$ cat config.mk
export PLATFORM = sky130hd
export DESIGN_NAME = heart_rate_average_classifier_top
export DESIGN_NICKNAME = d
export VERILOG_FILES = /design/src/rtl/hrac_pkg.sv /design/src/rtl/hrac_div.sv /design/src/rtl/hrac_class.sv /design/src/rtl/heart_rate_average_classifier_top.sv
export SDC_FILE = /design/constraint.sdc
export NUM_CORES = 1
export LEC_CHECK = 0
export ABC_CLOCK_PERIOD_IN_PS = 4000
export BUFFER_PORTS_ARGS = -buffer_cell sky130_fd_sc_hd__clkbuf_2
export CAP_MARGIN = 40
export CORE_UTILIZATION = 55
export CTS_BUF_LIST = sky130_fd_sc_hd__clkbuf_4 sky130_fd_sc_hd__clkbuf_8
export CTS_CLUSTER_DIAMETER = 40
export CTS_CLUSTER_SIZE = 16
export DETAILED_ROUTE_END_ITERATION = 12
export PLACE_DENSITY_LB_ADDON = 0.3
export SKIP_CTS_REPAIR_TIMING = 1
export SYNTH_ARGS = -nofsm -noshare
export SYNTH_HDL_FRONTEND = slang
export SYNTH_SLANG_ARGS = --single-unit
$ cat constraint.sdc
create_clock -name clk -period 4 [get_ports clk]
set_input_delay 0.6 -clock clk [delete_from_list [all_inputs] [get_ports clk]]
set_output_delay 0.6 -clock clk [all_outputs]
set_load 0.01 [all_outputs]
$ cat src/rtl/hrac_pkg.sv
`timescale 1ns / 1ps
`default_nettype none

package hrac_pkg;

    // field widths
    localparam int TIME_W  = 32;
    localparam int LEVEL_W = 18;
    localparam int AGE_W   = 7;
    localparam int BPM_W   = 8;
    localparam int CLASS_W = 2;
    localparam int CFG_W   = 18;

    // shared divider operand widths
    localparam int DIVIDEND_W = 16;
    localparam int DIVISOR_W  = 12;

    localparam int RING_DEPTH_DEFAULT = 5;

    localparam logic [LEVEL_W-1:0]    PRESENCE_RESET = 18'd50000;
    localparam logic [AGE_W-1:0]      AGE_RESET      = 7'd25;
    localparam logic [TIME_W-1:0]     MIN_INTERVAL   = 32'd236;
    localparam logic [TIME_W-1:0]     MAX_INTERVAL   = 32'd2999;
    localparam logic [DIVIDEND_W-1:0] MS_PER_MINUTE  = 16'd60000;

    // age bands and their normal limits
    localparam logic [AGE_W-1:0] AGE_CHILD_MAX = 7'd17;
    localparam logic [AGE_W-1:0] AGE_ADULT_MAX = 7'd40;
    localparam logic [AGE_W-1:0] AGE_MID_MAX   = 7'd60;
    localparam logic [BPM_W-1:0] LO_CHILD  = 8'd70;
    localparam logic [BPM_W-1:0] HI_CHILD  = 8'd100;
    localparam logic [BPM_W-1:0] LO_ADULT  = 8'd60;
    localparam logic [BPM_W-1:0] HI_ADULT  = 8'd100;
    localparam logic [BPM_W-1:0] LO_MID    = 8'd60;
    localparam logic [BPM_W-1:0] HI_MID    = 8'd95;
    localparam logic [BPM_W-1:0] LO_SENIOR = 8'd50;
    localparam logic [BPM_W-1:0] HI_SENIOR = 8'd90;

    // rhythm class codes
    localparam logic [CLASS_W-1:0] CLASS_NONE   = 2'd0;
    localparam logic [CLASS_W-1:0] CLASS_LOW    = 2'd1;
    localparam logic [CLASS_W-1:0] CLASS_NORMAL = 2'd2;
    localparam logic [CLASS_W-1:0] CLASS_HIGH   = 2'd3;

    // register indexes
    localparam logic CFG_PRESENCE = 1'b0;
    localparam logic CFG_AGE      = 1'b1;

    typedef enum logic [2:0] {
        ST_IDLE,
        ST_RATE_GO,
        ST_RATE_WAIT,
        ST_SUM,
        ST_AVG_GO,
        ST_AVG_WAIT,
        ST_DONE
    } hrac_state_t;

    typedef struct packed {
        logic                  start;
        logic [DIVIDEND_W-1:0] dividend;
        logic [DIVISOR_W-1:0]  divisor;
    } div_req_t;

    typedef struct packed {
        logic                  busy;
        logic                  done;
        logic [DIVIDEND_W-1:0] quotient;
    } div_rsp_t;

endpackage

`default_nettype wire

$ cat src/rtl/hrac_div.sv
`timescale 1ns / 1ps
`default_nettype none

// Restoring divider, one quotient bit per cycle.
module hrac_div
    import hrac_pkg::*;
(
    input  wire logic     clk,
    input  wire logic     rst_n,
    input  wire div_req_t req,
    output div_rsp_t      rsp
);

    localparam int CNT_W = $clog2(DIVIDEND_W + 1);

    logic                  busy_reg, busy_next;
    logic                  done_reg, done_next;
    logic [CNT_W-1:0]      cnt_reg, cnt_next;
    logic [DIVISOR_W-1:0]  rem_reg, rem_next;
    logic [DIVIDEND_W-1:0] quo_reg, quo_next;
    logic [DIVISOR_W-1:0]  dvs_reg, dvs_next;

    logic [DIVISOR_W:0]    shifted;
    logic [DIVISOR_W+1:0]  diff;

    assign shifted = {rem_reg, quo_reg[DIVIDEND_W-1]};
    assign diff    = {1'b0, shifted} - {2'b00, dvs_reg};

    always_comb
    begin
        busy_next = busy_reg;
        done_next = 1'b0;
        cnt_next  = cnt_reg;
        rem_next  = rem_reg;
        quo_next  = quo_reg;
        dvs_next  = dvs_reg;
        if (req.start)
        begin
            busy_next = 1'b1;
            cnt_next  = CNT_W'(DIVIDEND_W);
            rem_next  = '0;
            quo_next  = req.dividend;
            dvs_next  = req.divisor;
        end
        else if (busy_reg)
        begin
            // trial subtract; keep the difference when it does not go negative
            if (!diff[DIVISOR_W+1])
            begin
                rem_next = diff[DIVISOR_W-1:0];
            end
            else
            begin
                rem_next = shifted[DIVISOR_W-1:0];
            end
            quo_next = {quo_reg[DIVIDEND_W-2:0], ~diff[DIVISOR_W+1]};
            cnt_next = cnt_reg - 1'b1;
            if (cnt_reg == CNT_W'(1))
            begin
                busy_next = 1'b0;
                done_next = 1'b1;
            end
        end
    end

    always_ff @(posedge clk or negedge rst_n)
    begin
        if (!rst_n)
        begin
            busy_reg <= 1'b0;
            done_reg <= 1'b0;
            cnt_reg  <= '0;
        end
        else
        begin
            busy_reg <= busy_next;
            done_reg <= done_next;
            cnt_reg  <= cnt_next;
        end
    end

    always_ff @(posedge clk)
    begin
        rem_reg <= rem_next;
        quo_reg <= quo_next;
        dvs_reg <= dvs_next;
    end

    assign rsp.busy     = busy_reg;
    assign rsp.done     = done_reg;
    assign rsp.quotient = quo_reg;

`ifndef SYNTHESIS
    a_start_idle: assert property (@(posedge clk) disable iff (!rst_n)
        req.start |-> !busy_reg)
        else $error("divider started while busy");

    a_done_after_busy: assert property (@(posedge clk) disable iff (!rst_n)
        done_reg |-> $past(busy_reg) && !busy_reg)
        else $error("divider done without a running division");

    a_zero_divisor: assert property (@(posedge clk) disable iff (!rst_n)
        req.start |-> req.divisor != '0)
        else $error("divider started with zero divisor");
`endif

endmodule

`default_nettype wire

$ cat src/rtl/hrac_class.sv
`timescale 1ns / 1ps
`default_nettype none

// Rhythm class of an average against the age band limits.
module hrac_class
    import hrac_pkg::*;
(
    input  wire logic [BPM_W-1:0]   average,
    input  wire logic [AGE_W-1:0]   age,
    output logic      [CLASS_W-1:0] rhythm
);

    logic [BPM_W-1:0] lo_lim;
    logic [BPM_W-1:0] hi_lim;

    always_comb
    begin
        if (age <= AGE_CHILD_MAX)
        begin
            lo_lim = LO_CHILD;
            hi_lim = HI_CHILD;
        end
        else if (age <= AGE_ADULT_MAX)
        begin
            lo_lim = LO_ADULT;
            hi_lim = HI_ADULT;
        end
        else if (age <= AGE_MID_MAX)
        begin
            lo_lim = LO_MID;
            hi_lim = HI_MID;
        end
        else
        begin
            lo_lim = LO_SENIOR;
            hi_lim = HI_SENIOR;
        end

        if (average == '0)
        begin
            rhythm = CLASS_NONE;
        end
        else if (average < lo_lim)
        begin
            rhythm = CLASS_LOW;
        end
        else if (average > hi_lim)
        begin
            rhythm = CLASS_HIGH;
        end
        else
        begin
            rhythm = CLASS_NORMAL;
        end
    end

endmodule

`default_nettype wire

$ cat src/rtl/heart_rate_average_classifier_top.sv
`timescale 1ns / 1ps
`default_nettype none

// Pulse rate moving average and rhythm classifier. Each sample transfer on the
// s_ side carries a timestamp, an IR level and a beat flag; each produces
// exactly one result transfer on the m_ side. A beat seen with the finger
// present measures the interval since the previous beat (modulo 2^32); an
// interval of 236..2999 ms gives 60000/interval bpm, which enters a ring of
// RING_DEPTH rates, and the average is the floor of the ring sum over
// RING_DEPTH. One restoring divider (one quotient bit per cycle, 16 bits) is
// shared by the rate and the average divisions. A sample that stores no rate
// goes from idle straight to the result stage; one that stores a rate passes
// through the rate division, the ring summing loop and the average division
// first. s_tready is high only while the sequencer is idle. The result sits
// in an output register, so the next sample is taken while the previous
// result still waits. Configuration writes land at once and are meant for
// when the block is idle.
module heart_rate_average_classifier_top
    import hrac_pkg::*;
#(
    parameter int RING_DEPTH = RING_DEPTH_DEFAULT
)
(
    input  wire logic              clk,
    input  wire logic              rst_n,

    // sample stream
    input  wire logic              s_tvalid,
    output logic                   s_tready,
    input  wire logic [55:0]       s_tdata,   // time_ms[31:0], ir_level[49:32],
                                              // beat_seen[50], zero fill

    // result stream
    output logic                   m_tvalid,
    input  wire logic              m_tready,
    output logic      [15:0]       m_tdata,   // average_bpm[7:0],
                                              // rhythm_class[9:8],
                                              // finger_present[10],
                                              // rate_accepted[11], zero fill

    // configuration writes
    input  wire logic              cfg_we,
    input  wire logic              cfg_index,
    input  wire logic [CFG_W-1:0]  cfg_wdata
);

    localparam int IDX_W = (RING_DEPTH > 1) ? $clog2(RING_DEPTH) : 1;
    localparam int SUM_W = $clog2(RING_DEPTH * 255 + 1);

    // sample fields
    logic [TIME_W-1:0]  in_time;
    logic [LEVEL_W-1:0] in_level;
    logic               in_beat;

    assign in_time  = s_tdata[31:0];
    assign in_level = s_tdata[49:32];
    assign in_beat  = s_tdata[50];

    // configuration
    logic [LEVEL_W-1:0] presence_threshold_reg;
    logic [AGE_W-1:0]   user_age_reg;

    always_ff @(posedge clk or negedge rst_n)
    begin
        if (!rst_n)
        begin
            presence_threshold_reg <= PRESENCE_RESET;
            user_age_reg           <= AGE_RESET;
        end
        else if (cfg_we)
        begin
            unique case (cfg_index)
                CFG_PRESENCE: presence_threshold_reg <= cfg_wdata[LEVEL_W-1:0];
                CFG_AGE:      user_age_reg           <= cfg_wdata[AGE_W-1:0];
                default:      ;
            endcase
        end
    end

    // sequencer and datapath state
    hrac_state_t          state_reg, state_next;
    logic [TIME_W-1:0]    last_beat_reg;
    logic [DIVISOR_W-1:0] interval_reg;
    logic [BPM_W-1:0]     ring_reg [RING_DEPTH];
    logic [IDX_W-1:0]     ring_pos_reg;
    logic [IDX_W-1:0]     sum_idx_reg;
    logic [SUM_W-1:0]     sum_reg;
    logic [BPM_W-1:0]     average_reg;
    logic                 present_reg;
    logic                 accepted_reg;
    logic                 m_tvalid_reg, m_tvalid_next;
    logic [15:0]          m_tdata_reg;

    div_req_t div_req;
    div_rsp_t div_rsp;

    logic               in_accept;
    logic               present;
    logic [TIME_W-1:0]  interval;
    logic               in_range;
    logic               sum_last;
    logic               out_load;
    logic [CLASS_W-1:0] rhythm;

    assign in_accept = s_tvalid && s_tready;
    assign present   = (in_level >= presence_threshold_reg);
    assign interval  = in_time - last_beat_reg;
    assign in_range  = (interval >= MIN_INTERVAL) && (interval <= MAX_INTERVAL);
    assign sum_last  = (sum_idx_reg == IDX_W'(RING_DEPTH - 1));

    // next state
    always_comb
    begin
        state_next = state_reg;
        unique case (state_reg)
            ST_IDLE:
            begin
                if (in_accept)
                begin
                    if (present && in_beat && in_range)
                    begin
                        state_next = ST_RATE_GO;
                    end
                    else
                    begin
                        state_next = ST_DONE;
                    end
                end
            end
            ST_RATE_GO:   state_next = ST_RATE_WAIT;
            ST_RATE_WAIT: if (div_rsp.done) state_next = ST_SUM;
            ST_SUM:       if (sum_last) state_next = ST_AVG_GO;
            ST_AVG_GO:    state_next = ST_AVG_WAIT;
            ST_AVG_WAIT:  if (div_rsp.done) state_next = ST_DONE;
            ST_DONE:      if (out_load) state_next = ST_IDLE;
            default:      state_next = ST_IDLE;
        endcase
    end

    // sequencer outputs
    always_comb
    begin
        s_tready         = 1'b0;
        out_load         = 1'b0;
        div_req.start    = 1'b0;
        div_req.dividend = MS_PER_MINUTE;
        div_req.divisor  = interval_reg;
        unique case (state_reg)
            ST_IDLE:    s_tready = 1'b1;
            ST_RATE_GO: div_req.start = 1'b1;
            ST_AVG_GO:
            begin
                div_req.start    = 1'b1;
                div_req.dividend = DIVIDEND_W'(sum_reg);
                div_req.divisor  = DIVISOR_W'(RING_DEPTH);
            end
            ST_DONE:    out_load = !m_tvalid_reg || m_tready;
            default:    ;
        endcase
    end

    always_ff @(posedge clk or negedge rst_n)
    begin
        if (!rst_n)
        begin
            state_reg     <= ST_IDLE;
            last_beat_reg <= '0;
            ring_pos_reg  <= '0;
            sum_idx_reg   <= '0;
            average_reg   <= '0;
            present_reg   <= 1'b0;
            accepted_reg  <= 1'b0;
            m_tvalid_reg  <= 1'b0;
            for (int i = 0; i < RING_DEPTH; i++)
            begin
                ring_reg[i] <= '0;
            end
        end
        else
        begin
            state_reg    <= state_next;
            m_tvalid_reg <= m_tvalid_next;
            if (in_accept)
            begin
                present_reg  <= present;
                accepted_reg <= 1'b0;
                // last beat time moves on every beat with the finger present, in range or not
                if (present && in_beat)
                begin
                    last_beat_reg <= in_time;
                end
            end
            if (state_reg == ST_RATE_WAIT && div_rsp.done)
            begin
                ring_reg[ring_pos_reg] <= div_rsp.quotient[BPM_W-1:0];
                ring_pos_reg <= (ring_pos_reg == IDX_W'(RING_DEPTH - 1)) ?
                                '0 : ring_pos_reg + 1'b1;
                sum_idx_reg  <= '0;
            end
            if (state_reg == ST_SUM)
            begin
                sum_idx_reg <= sum_idx_reg + 1'b1;
            end
            if (state_reg == ST_AVG_WAIT && div_rsp.done)
            begin
                average_reg  <= div_rsp.quotient[BPM_W-1:0];
                accepted_reg <= 1'b1;
            end
        end
    end

    // payload registers
    always_ff @(posedge clk)
    begin
        if (in_accept)
        begin
            interval_reg <= interval[DIVISOR_W-1:0];
        end
        if (state_reg == ST_RATE_WAIT)
        begin
            sum_reg <= '0;
        end
        else if (state_reg == ST_SUM)
        begin
            sum_reg <= sum_reg + SUM_W'(ring_reg[sum_idx_reg]);
        end
        if (out_load)
        begin
            m_tdata_reg <= {4'b0000, accepted_reg, present_reg, rhythm, average_reg};
        end
    end

    assign m_tvalid_next = out_load ? 1'b1 : (m_tready ? 1'b0 : m_tvalid_reg);
    assign m_tvalid      = m_tvalid_reg;
    assign m_tdata       = m_tdata_reg;

    hrac_div u_div (
        .clk   (clk),
        .rst_n (rst_n),
        .req   (div_req),
        .rsp   (div_rsp)
    );

    hrac_class u_class (
        .average (average_reg),
        .age     (user_age_reg),
        .rhythm  (rhythm)
    );

`ifndef SYNTHESIS
    a_ring_pos_range: assert property (@(posedge clk) disable iff (!rst_n)
        ring_pos_reg <= IDX_W'(RING_DEPTH - 1))
        else $error("ring position out of range");

    a_accept_starts_work: assert property (@(posedge clk) disable iff (!rst_n)
        in_accept |=> state_reg == ST_RATE_GO || state_reg == ST_DONE)
        else $error("accepted sample did not start processing");

    a_accepted_needs_finger: assert property (@(posedge clk) disable iff (!rst_n)
        m_tvalid_reg && m_tdata_reg[11] |-> m_tdata_reg[10])
        else $error("rate accepted without finger present");

    a_load_shows_result: assert property (@(posedge clk) disable iff (!rst_n)
        out_load |=> m_tvalid_reg && state_reg == ST_IDLE)
        else $error("result load did not reach output");
`endif

endmodule

`default_nettype wire

==> impl_metrics.toml <==
[synthesis]
async_reset_ff_share_pct = 62.3
netlist_area_mm2 = 0.0121
synth_top_family_by_area = "compound AO/OA/AOI/OAI gates"
synth_cell_type_count = 91
synth_xor_area_share_pct = 2.18
yosysSeqAreaShare_pct = 42.6
synth_compound_area_share_pct = 17.9
synth-edff-count = 52
synth_fa_ha_area_share_pct = 9.31
ys_ff_latch = 199
syn_avg_cell_area_um2 = 9.70
synthCells = 1244
ys_warn_count = 0
synth-simple-area-share_pct = 14.8
synth.area.mux_share_pct = 7.31
synthFlopType = "dfrtp_1"

[detailed_routing]
postRouteAntennaNets = 0
routed_via_density = 5.83
drtIter0Drc = 606
first_pass_iters = 6
routed_wirelength_mm = 26.3
route.detailed.drc = 0
wl_per_cell_um = 16.4
vias = 9353

[cells_and_area]
area_growth_pct = 8.83
instances_no_fill = 1604
fill_cells = 1799
diodes = 0
final_cell_mix = "145 x nand2_1, 118 x o21ai_0, 114 x dfrtp_1"
multi_input_area_mm2 = 0.00624
largest_reg_flops = 40
nets = 1484
post-route-util_pct = 61.7
final_common_cell = "nand2_1"
drive_gt1_share_pct = 18.4
ff_latch_area_mm2 = 0.00514

[worst_setup_path]
crit_family = "compound AO/OA/AOI/OAI gates"
worst-path-stages = 17
crit-reg2reg-capture = "sum_reg[10]"
cp-end-kind = "flip-flop"
slowest_stage = "dfrtp_1"
startpoint = "sum_idx_reg[1]"
cp_max_fo = 8
critPathLaunchType = "flip-flop"
max_stage_delay_ps = 540
cp.buffers_inverters = 2
crit_top_cell = "o21ai_0"
crit_chain = "inv_1 > and3_1 > nand2_1 > o21ai_0 > ha_1 > inv_1 > fa_1 > nor2b_1 > o21ai_0 > a21boi_0 > o21ai_0 > a21boi_0 > o21ai_0 > a21oi_1 > nand3_1 > xor2_1 > a21oi_1"
crit_type = "reg2reg"
r2r-start = "sum_idx_reg[1]"
required_ps = 4410
reg2reg_slack_ps = 370
arrival_ps = 4040
worstRegToRegCells = 17
crit_end = "sum_reg[10]"

[cts]
cts_buffer_depth = 2
clock-root-buffer = "clkbuf_8"
cts_tree = "built"
cts_htree_levels = 4
clock_latency_ps = 490
cts.sinks = 199
clkTransAtPathRegs_ps = 120
cts_buffers = 17

[timing]
finalHoldViolCount = 0
slew_headroom_pct = 46.2
fin_ws_ps = 372
finClkSkew_ps = 21.6
fin_crit_ps = 3630
setup_viol = 0
fmax_mhz = 276
slew_viol_final = 0
tightest_slew_ps = 806
period_share_pct = 90.7
tns_ps = 0
grt_setup_unrepaired = "false"

[power]
p_switching_mw = 4.27
combPwrFrac_pct = 51.2
leakage_nw = 5.96
ir_drop_mv = 0.402
switching_share_pct = 44.3
power_mw = 9.64
powerDensity_mw_per_mm2 = 734
pwr-share-clk_pct = 14.1
pwr-share-seq_pct = 34.7
intPower_mw = 5.37

[place]
pre_cts_slack_ps = 73.8
dpl.hpwl_mm = 19.5
dp.cells = 1572
place.gp.congestion = 0.933
port_buffers = 88

[die]
top_level_ports = 98
std_cell_rows = 53
core_mm2 = 0.0213
fp.dieW_um = 150
die_y_um = 150
initial_utilization_pct = 56.7
fp.dieArea_mm2 = 0.0225

[hold_path]
hold_path_class = "in2async"

[global_route]
grt-ovfl-total = 0
grt_max_degree = 79
antenna_found_initial = 0
grt_usage_pct = 24.6
grt_pass1_vias = 8970
grt_pass1_wl_mm = 43.8

[run_status]
status = "complete, no violations"

[job]
cap_violations = 0
worst min-delay path by stage:
stage | from | endpoint | slack, ps
detailed placement | accepted_reg | m_tdata[11] | 440
floorplan | rst_n | accepted_reg | 300
finish | rst_n | presence_threshold_reg[3] | 120
global route | rst_n | presence_threshold_reg[3] | 140
global placement | accepted_reg | m_tdata[11] | 430
CTS | rst_n | ring_reg[24] | 130
power by group through the flow:
stage | logic [mW] | clock network (mW) | registers, mW
finish | 4.94 | 1.36 | 3.34
global route | 5.54 | 1.47 | 3.42
CTS | 4.89 | 1.39 | 3.34
global placement | 4.72 | 0 | 3.36
detailed placement | 4.85 | 0 | 3.38
floorplan | 3.93 | 0 | 3.16
layer usage:
metal | vias up | global-route usage (%) | routed length (um)
met5 | - | 0 | 0
met4 | 0 | 5.81 | 281
met3 | 24 | 4.67 | 1460
met2 | 272 | 41.1 | 12500
met1 | 4476 | 33.1 | 12100
li1 | 4581 | - | -
metrics by stage:
stage	hold slack [ps]	area, um2
after floorplan	304	12100
after global placement	433	12700
after detailed placement	445	12700
after CTS	129	13100
after global routing	141	13100
final	119	13100
cell type report:
| cell class | instances | share of cell area, % |
|---|---|---|
| Multi-Input combinational cell | 885 | 47.5 |
| Clock inverter | 15 | 1.51 |
| Tap cell | 275 | 2.62 |
| Sequential cell | 199 | 39.1 |
| Inverter | 110 | 3.14 |
| Timing Repair Buffer | 103 | 4.32 |
| Clock buffer | 17 | 1.78 |
Yosys cell counts, drive strengths merged (9+ instances only):
| cell type | n | area (um2) |
|---|---|---|
| o21a | 12 | 91.3 |
| xnor2 | 19 | 166 |
| nor2b | 30 | 195 |
| edfxtp | 52 | 1560 |
| nand2 | 145 | 544 |
| dfrtp | 115 | 2880 |
| a211oi | 12 | 95.1 |
| nor2 | 57 | 214 |
| nor3 | 22 | 115 |
| a21boi | 9 | 67.6 |
| clkbuf | 35 | 151 |
| nand4 | 10 | 62.6 |
| dfstp | 9 | 236 |
| xor2 | 11 | 96.3 |
| nor4 | 13 | 106 |
| a31oi | 12 | 75.1 |
| nand2b | 13 | 81.3 |
| buf | 18 | 150 |
| a21oi | 56 | 299 |
| o211ai | 10 | 75.1 |
| dfxtp | 23 | 460 |
| a22o | 9 | 80.1 |
| o31ai | 10 | 88.8 |
| and3 | 9 | 56.3 |
| ha | 85 | 1060 |
| nand3 | 26 | 130 |
| mux2 | 59 | 664 |
| o21ai | 124 | 624 |
| inv | 108 | 405 |
| a21o | 20 | 151 |
worst register-to-register path: stages, from the launching register on:
cell and delay [ps]:
dfrtp_1 540, inv_1 170, and3_1 300, nand2_1 70, o21ai_0 110, ha_1 210
inv_1 50, fa_1 370, nor2b_1 160, o21ai_0 120, a21boi_0 260, o21ai_0 150
a21boi_0 260, o21ai_0 110, a21oi_1 280, nand3_1 130, xor2_1 150, a21oi_1 110
kinds of logic (layout without fill, tap and decap cells):
group,count (synthesis),count (layout)
AND/OR/NAND/NOR,361,361
flip-flops,199,199
XOR/XNOR,30,30
other,1,4
AO/OA/AOI/OAI,330,330
buffers and inverters,163,245
multiplexers,72,72
adder cells (fa/ha/maj),88,88
No activity file was read; power rests on OpenSTA's default activity.
